## src/design/hpfj_pkg.sv

```systemverilog
// hpfj_pkg: shared types and constants for the hamiltonian path solver
`default_nettype none
package hpfj_pkg;

   localparam int LEN_W      = 16;
   localparam int COST_W     = 20;
   localparam int OUT_W      = 19;
   localparam int NODE_IN_W  = 3;
   localparam int EDGE_IDX_W = 2 * NODE_IN_W;
   localparam int CSR_W      = 4;
   localparam int CSR_IDX_W  = 1;

   localparam logic [COST_W-1:0] COST_INF = '1;
   localparam logic [OUT_W-1:0]  OUT_MAX  = '1;

   localparam logic CMD_ADD   = 1'b0;
   localparam logic CMD_SOLVE = 1'b1;

   localparam logic [CSR_IDX_W-1:0] CSR_NODE_COUNT = 1'd0;
   localparam logic [CSR_IDX_W-1:0] CSR_MAX_JUMPS  = 1'd1;

   localparam logic [CSR_W-1:0] NODE_COUNT_RST = 4'd8;
   localparam logic [CSR_W-1:0] MAX_JUMPS_RST  = 4'd0;

   typedef struct packed {
      logic                 command;
      logic [NODE_IN_W-1:0] from_node;
      logic [NODE_IN_W-1:0] to_node;
      logic [LEN_W-1:0]     edge_length;
   } req_type;

   typedef struct packed {
      logic [OUT_W-1:0] path_cost;
      logic             found;
   } rsp_type;

   typedef struct packed {
      logic                 en;
      logic [NODE_IN_W-1:0] a;
      logic [NODE_IN_W-1:0] b;
      logic [LEN_W-1:0]     len;
   } edge_add_type;

   typedef struct packed {
      logic                 clear;
      logic [NODE_IN_W-1:0] a;
      logic [NODE_IN_W-1:0] b;
   } edge_rd_type;

   typedef struct packed {
      logic             hit;
      logic [LEN_W-1:0] len;
   } edge_rsp_type;

   typedef struct packed {
      logic start;
      logic take;
   } eng_ctl_type;

   typedef struct packed {
      logic              busy;
      logic              done;
      logic [COST_W-1:0] best;
   } eng_sts_type;

endpackage
`default_nettype wire

```

## src/design/hpfj_edge_store.sv

```systemverilog
// hpfj_edge_store: edge length memory with valid flags and keep-the-shorter update
`default_nettype none
module hpfj_edge_store (
   input  wire logic                   clock,
   input  wire logic                   reset,
   input  wire hpfj_pkg::edge_add_type add_i,
   input  wire hpfj_pkg::edge_rd_type  rd_i,
   output hpfj_pkg::edge_rsp_type      rsp_o
);
   import hpfj_pkg::*;

   localparam int ENTRIES = 1 << EDGE_IDX_W;

   function automatic logic [EDGE_IDX_W-1:0] pair_idx(input logic [NODE_IN_W-1:0] a,
                                                      input logic [NODE_IN_W-1:0] b);
      return (a < b) ? {a, b} : {b, a};
   endfunction

   logic [LEN_W-1:0]      len_mem [ENTRIES];
   logic [ENTRIES-1:0]    valid_ff, valid_in;
   logic [EDGE_IDX_W-1:0] raddr;
   logic [LEN_W-1:0]      rd_len_ff;
   logic                  rd_hit_ff;
   logic                  s1_en_ff;
   logic [EDGE_IDX_W-1:0] s1_idx_ff;
   logic [LEN_W-1:0]      s1_len_ff;
   logic                  wr_en_ff;
   logic [EDGE_IDX_W-1:0] wr_idx_ff;
   logic [LEN_W-1:0]      wr_len_ff;
   logic [LEN_W-1:0]      old_len, new_len;
   logic                  old_valid;

   assign raddr     = add_i.en ? pair_idx(add_i.a, add_i.b) : pair_idx(rd_i.a, rd_i.b);
   // forward the write of the previous beat when it hits the same pair
   assign old_len   = (wr_en_ff && (wr_idx_ff == s1_idx_ff)) ? wr_len_ff : rd_len_ff;
   assign old_valid = valid_ff[s1_idx_ff];
   assign new_len   = (old_valid && (old_len < s1_len_ff)) ? old_len : s1_len_ff;

   always_comb begin
      valid_in = valid_ff;
      if (rd_i.clear) begin
         valid_in = '0;
      end else if (s1_en_ff) begin
         valid_in[s1_idx_ff] = 1'b1;
      end
   end

   always_ff @(posedge clock) begin
      if (reset) begin
         valid_ff <= '0;
         s1_en_ff <= 1'b0;
         wr_en_ff <= 1'b0;
      end else begin
         valid_ff <= valid_in;
         s1_en_ff <= add_i.en;
         wr_en_ff <= s1_en_ff;
      end
   end

   always_ff @(posedge clock) begin
      s1_idx_ff <= pair_idx(add_i.a, add_i.b);
      s1_len_ff <= add_i.len;
      wr_idx_ff <= s1_idx_ff;
      wr_len_ff <= new_len;
      rd_hit_ff <= valid_ff[raddr];
      rd_len_ff <= len_mem[raddr];
      if (s1_en_ff) begin
         len_mem[s1_idx_ff] <= new_len;
      end
   end

   assign rsp_o.hit = rd_hit_ff;
   assign rsp_o.len = rd_len_ff;

   a_no_clear_during_add: assert property (@(posedge clock) disable iff (reset)
      rd_i.clear |-> !s1_en_ff)
      else $error("edge clear collides with an edge update");

   a_add_sets_valid: assert property (@(posedge clock) disable iff (reset)
      (s1_en_ff && !rd_i.clear) |=> $countones(valid_ff) != 0)
      else $error("edge update left no valid entry");

endmodule
`default_nettype wire

```

## config.mk

```make
export PLATFORM = sky130hd
export DESIGN_NAME = hpfj_edge_store
export DESIGN_NICKNAME = d
export VERILOG_FILES = /design/src/design/hpfj_pkg.sv /design/src/design/hpfj_edge_store.sv
export SDC_FILE = /design/constraint.sdc
export NUM_CORES = 2
export LEC_CHECK = 0
export BUFFER_PORTS_ARGS = -buffer_cell sky130_fd_sc_hd__buf_2
export CAP_MARGIN = 10
export CORE_MARGIN = 2
export CORE_UTILIZATION = 65
export CTS_BUF_LIST = sky130_fd_sc_hd__clkbuf_8
export DETAILED_ROUTE_END_ITERATION = 8
export PLACE_DENSITY = 0.82
export SKIP_LAST_GASP = 1
export SLEW_MARGIN = 5
export SYNTH_ARGS = -nofsm -noshare
export SYNTH_HDL_FRONTEND = slang
export SYNTH_SLANG_ARGS = --single-unit
```

## constraint.sdc

```tcl
create_clock -name clock -period 15.3 [get_ports clock]
set_clock_uncertainty 0.05 [all_clocks]
set_input_delay 2.295 -clock clock [delete_from_list [all_inputs] [get_ports clock]]
set_output_delay 2.295 -clock clock [all_outputs]
set_load 0.01 [all_outputs]
```

==> summary.md <==
| Metric | Value |
|---|---|
| Final Hold Viols | 0 |
| Synth Net Count | 3792 |
| WP data arrival | roughly 7600 ps |
| Clk root buf | clkbuf_8 |
| Crit path launch type | input pin |
| Family with the most delay on the worst path | buffers and inverters |
| Vias in the first global route | 30300 |
| Initial antenna violation count | 11 |
| Status | finished, final reports clean |
| Initial DRT Pass Iterations | 6 |
| Reg2reg start | s1_idx_ff[3] |
| Worst-path cell chain | buf_2, inv_1, ha_1, o21bai_1, o221ai_1, mux2_8, buf_4, buf_4, nand2_1, nand3_1, nand3_1, a31oi_1, or3_1 |
| First-pass GRT wire length | roughly 190000 microns |
| Met1 Routed Length | 44700 microns |
| Critical path endpoint category | flip-flop |
| DR vias/cell | ~6.5 |
| HPWL after DPL | just under 70000 microns |
| R2R Path End | len_mem[33][8] |
| Post-synth EDFFs | just over 1000 |
| Finished Cell Area | slightly above 0.05 sq mm |
| Chip width | around 270 microns |
| CTS tree | yes |
| Core Footprint | about 0.070 sq mm |
| Critical Path RT | roughly 16000 ps |
| Via count | 31800 |
| Post-CTS Resized | 0 |
| GPL Wtd Cong | just over 0.9 |
| Largest cells by area after synthesis | edfxtp_1 67%, nand2_1 9.1%, nand3_1 6.0% |
| Hold Path Class | flip-flop to flip-flop |
| Power per cell area | between 100 and 150 mW/mm^2 |
| Worst hold stages | 0 |
| Placed cell areas | 0.0472 sq mm |
| Worst R2R Path Depth | 14 |
| Port buffer count | 48 |
| Buffer and inverter count on the worst path | 4 |
| Synth area leader | edfxtp_1 |
| Yosys reg bits | ~1200 |
| Top Metal Used | met5 |
| Row count | between 90 and 100 |
| # fillers | 4414 |
| Hold buffers post-CTS | 0 |
| I/O pin total | 49 |
| Syn avg cell area | between 10 and 15 sq um |
| Most used DFF post-synth | edfxtp_1 |
| Area grow syn2layout | 10.1% |
| Min-delay src | s1_idx_ff[5] |
| RSZ-0062 raised after global routing | false |
| Wire per inst | 25.4 microns |
| Hold Path Sink | wr_idx_ff[5] |
| Antenna-violating nets left | 0 |
| Worst skew pair latency | 850 ps |
| Met3 Wirelength | 18100 microns |
| Final setup fails | 0 |
| Peak supply drop | around 0.13 mV |
| Total Routing Usage GR | roughly a third |
| Initial drt markers | between 5000 and 6000 |
| H-Tree Depth | 4 |
| Synth Cell Area | 0.0459 sq mm |
| Post-CTS setup buffers | 0 |
| Met2 routed WL | between 50000 and 60000 microns |
| Ys Warns | 0 |
| Slowest-stage cell, CP | a31oi_1 |
| DRC | 0 |
| Seq/Total Area, Yosys | between 70 and 80% |
| Yosys top cell area share | ~67% |
| Synth Instances | 3737 |
| Drt total wl | 125000 microns |
| Die Y | between 200 and 300 microns |
| Clock Tree Buf Depth | 3 |
| Fmax | roughly 140 MHz |
| CP Depth | 13 |
| Die area | roughly 0.073 sq mm |
| Final min period | slightly below 7000 ps |
| Final Slew Violations | 0 |
| CTS buffer count | 175 |
| Largest net degree at the start of global routing | roughly 230 |
| Max FO, Critical Path | ~140 |
| Synth async-reset ratio | 0% |
| Worst R2R Setup Slack | approximately 9000 ps |
| Fin crit share | a little under half |
| Clk slew on worst S/H paths | ~70 ps |
| Initial Util | 65.6% |
| CP Class | input pin to flip-flop |
| Most common cell after layout, fill and taps aside | nand2_1 |
| Global route overflow | 0 |
| Most frequent cells in the layout | 1110 x nand2_1, 1024 x edfxtp_1, 550 x nand3_1, 189 x clkbuf_8, 153 x a21oi_1 |
| Clock sink count | 1151 |
| Nets | slightly below 4000 |
| Max_slew headroom | 19.7% |
| Peak per-stage delay on the critical path | around 950 ps |
| Share of cells above drive strength 1 | between 10% and 20% |
| Worst Tran Pin Value | 1190 ps |
| Pleak | 0.0182 uW |
| Final setup TNS | 0 ps |
| Distinct cells, synth | 47 |
| Max Cap Viol | 0 |
area by class of cell:
type                       count  area [sq um]  share of cell area, %
antenna                        5          12.5                 0.0248
clock buffer                 189          2600                   5.15
clock inverter               130           691                   1.37
inverter                      31           116                  0.230
multi-input combinational   2328         11600                   22.9
sequential                  1151         33300                   65.9
tap                          940          1180                   2.33
timing repair buffer         155          1090                   2.16
where the power goes:
group	switching, uW	internal (uW)
registers	44.5	3700
logic	846	251
clock network	1190	1200
total	2080	5160
how the worst max path moves through the flow:
stage                    endpoint  slack [ps]         start
floorplan           len_mem[0][0]        9410  s1_idx_ff[4]
finish               rd_len_ff[5]        8400       rd_i[2]
CTS                  rd_len_ff[6]        8760       rd_i[2]
detailed placement   rd_len_ff[6]        7870       rd_i[2]
global placement     rd_len_ff[6]        7910       rd_i[2]
global route         rd_len_ff[6]        8450       rd_i[2]
per-layer routing:
metal  track usage (%)  up-vias
li1                  -    13700
met1              46.8    15300
met2              50.4     2477
met3              10.0      347
met4              17.4        4
met5                 0        -
synthesized netlist by cell type (2+ instances only):
library cell,number
a31oi_1,70
xor2_1,3
clkbuf_1,106
nand4_1,4
buf_6,7
nand3_1,550
o21ai_0,10
o22ai_1,12
dfxtp_1,127
buf_4,2
edfxtp_1,1024
nor4_1,18
mux4_2,4
a21oi_1,155
ha_1,23
buf_1,25
nand2b_1,9
mux2i_1,13
nor3_1,3
xnor2_1,3
buf_2,87
a32oi_1,34
o221ai_1,3
and3_1,36
nor2b_1,9
nand3b_1,3
nor2_1,77
o21a_1,64
or4_1,17
inv_1,31
nand2_1,1110
or3_1,35
a311oi_2,2
o21bai_1,3
mux2_2,46
registers in the layout, indices dropped and copies added (netlist names):
signal,count
rd_hit_ff,1
s1_idx_ff,6
s1_en_ff,1
s1_len_ff,16
wr_idx_ff,6
valid_ff,64
wr_len_ff,16
rd_len_ff,16
wr_en_ff,1
len_mem,1024
cells by family (layout without fill, tap and decap cells):
kind of cell	Yosys count	count (layout)	synth area share (%)
fa+ha+maj	23	23	0.627
xor+xnor	6	6	0.114
mux	66	66	1.72
flops	1151	1151	72.5
compound gates	359	359	4.90
simple gates	1874	1874	17.6
buf+inv	258	505	2.48
other cells	0	5	0
stage by stage:
stage / hold slack (ps) / setup WS (ps) / power, uW / util, % / std cells
2_1_floorplan: 276 / 9410 / 4430 / - / 3737
3_3_place_gp: 414 / 7910 / 4830 / 67.4 / 4604
3_5_place_dp: 424 / 7870 / 4860 / 67.4 / 4604
4_1_cts: 417 / 8760 / 7210 / 72.1 / 4923
5_1_grt: 444 / 8450 / 7450 / 72.2 / 4926
6_report: 422 / 8400 / 7240 / 72.2 / 4929
No activity file was read; power rests on OpenSTA's default activity.
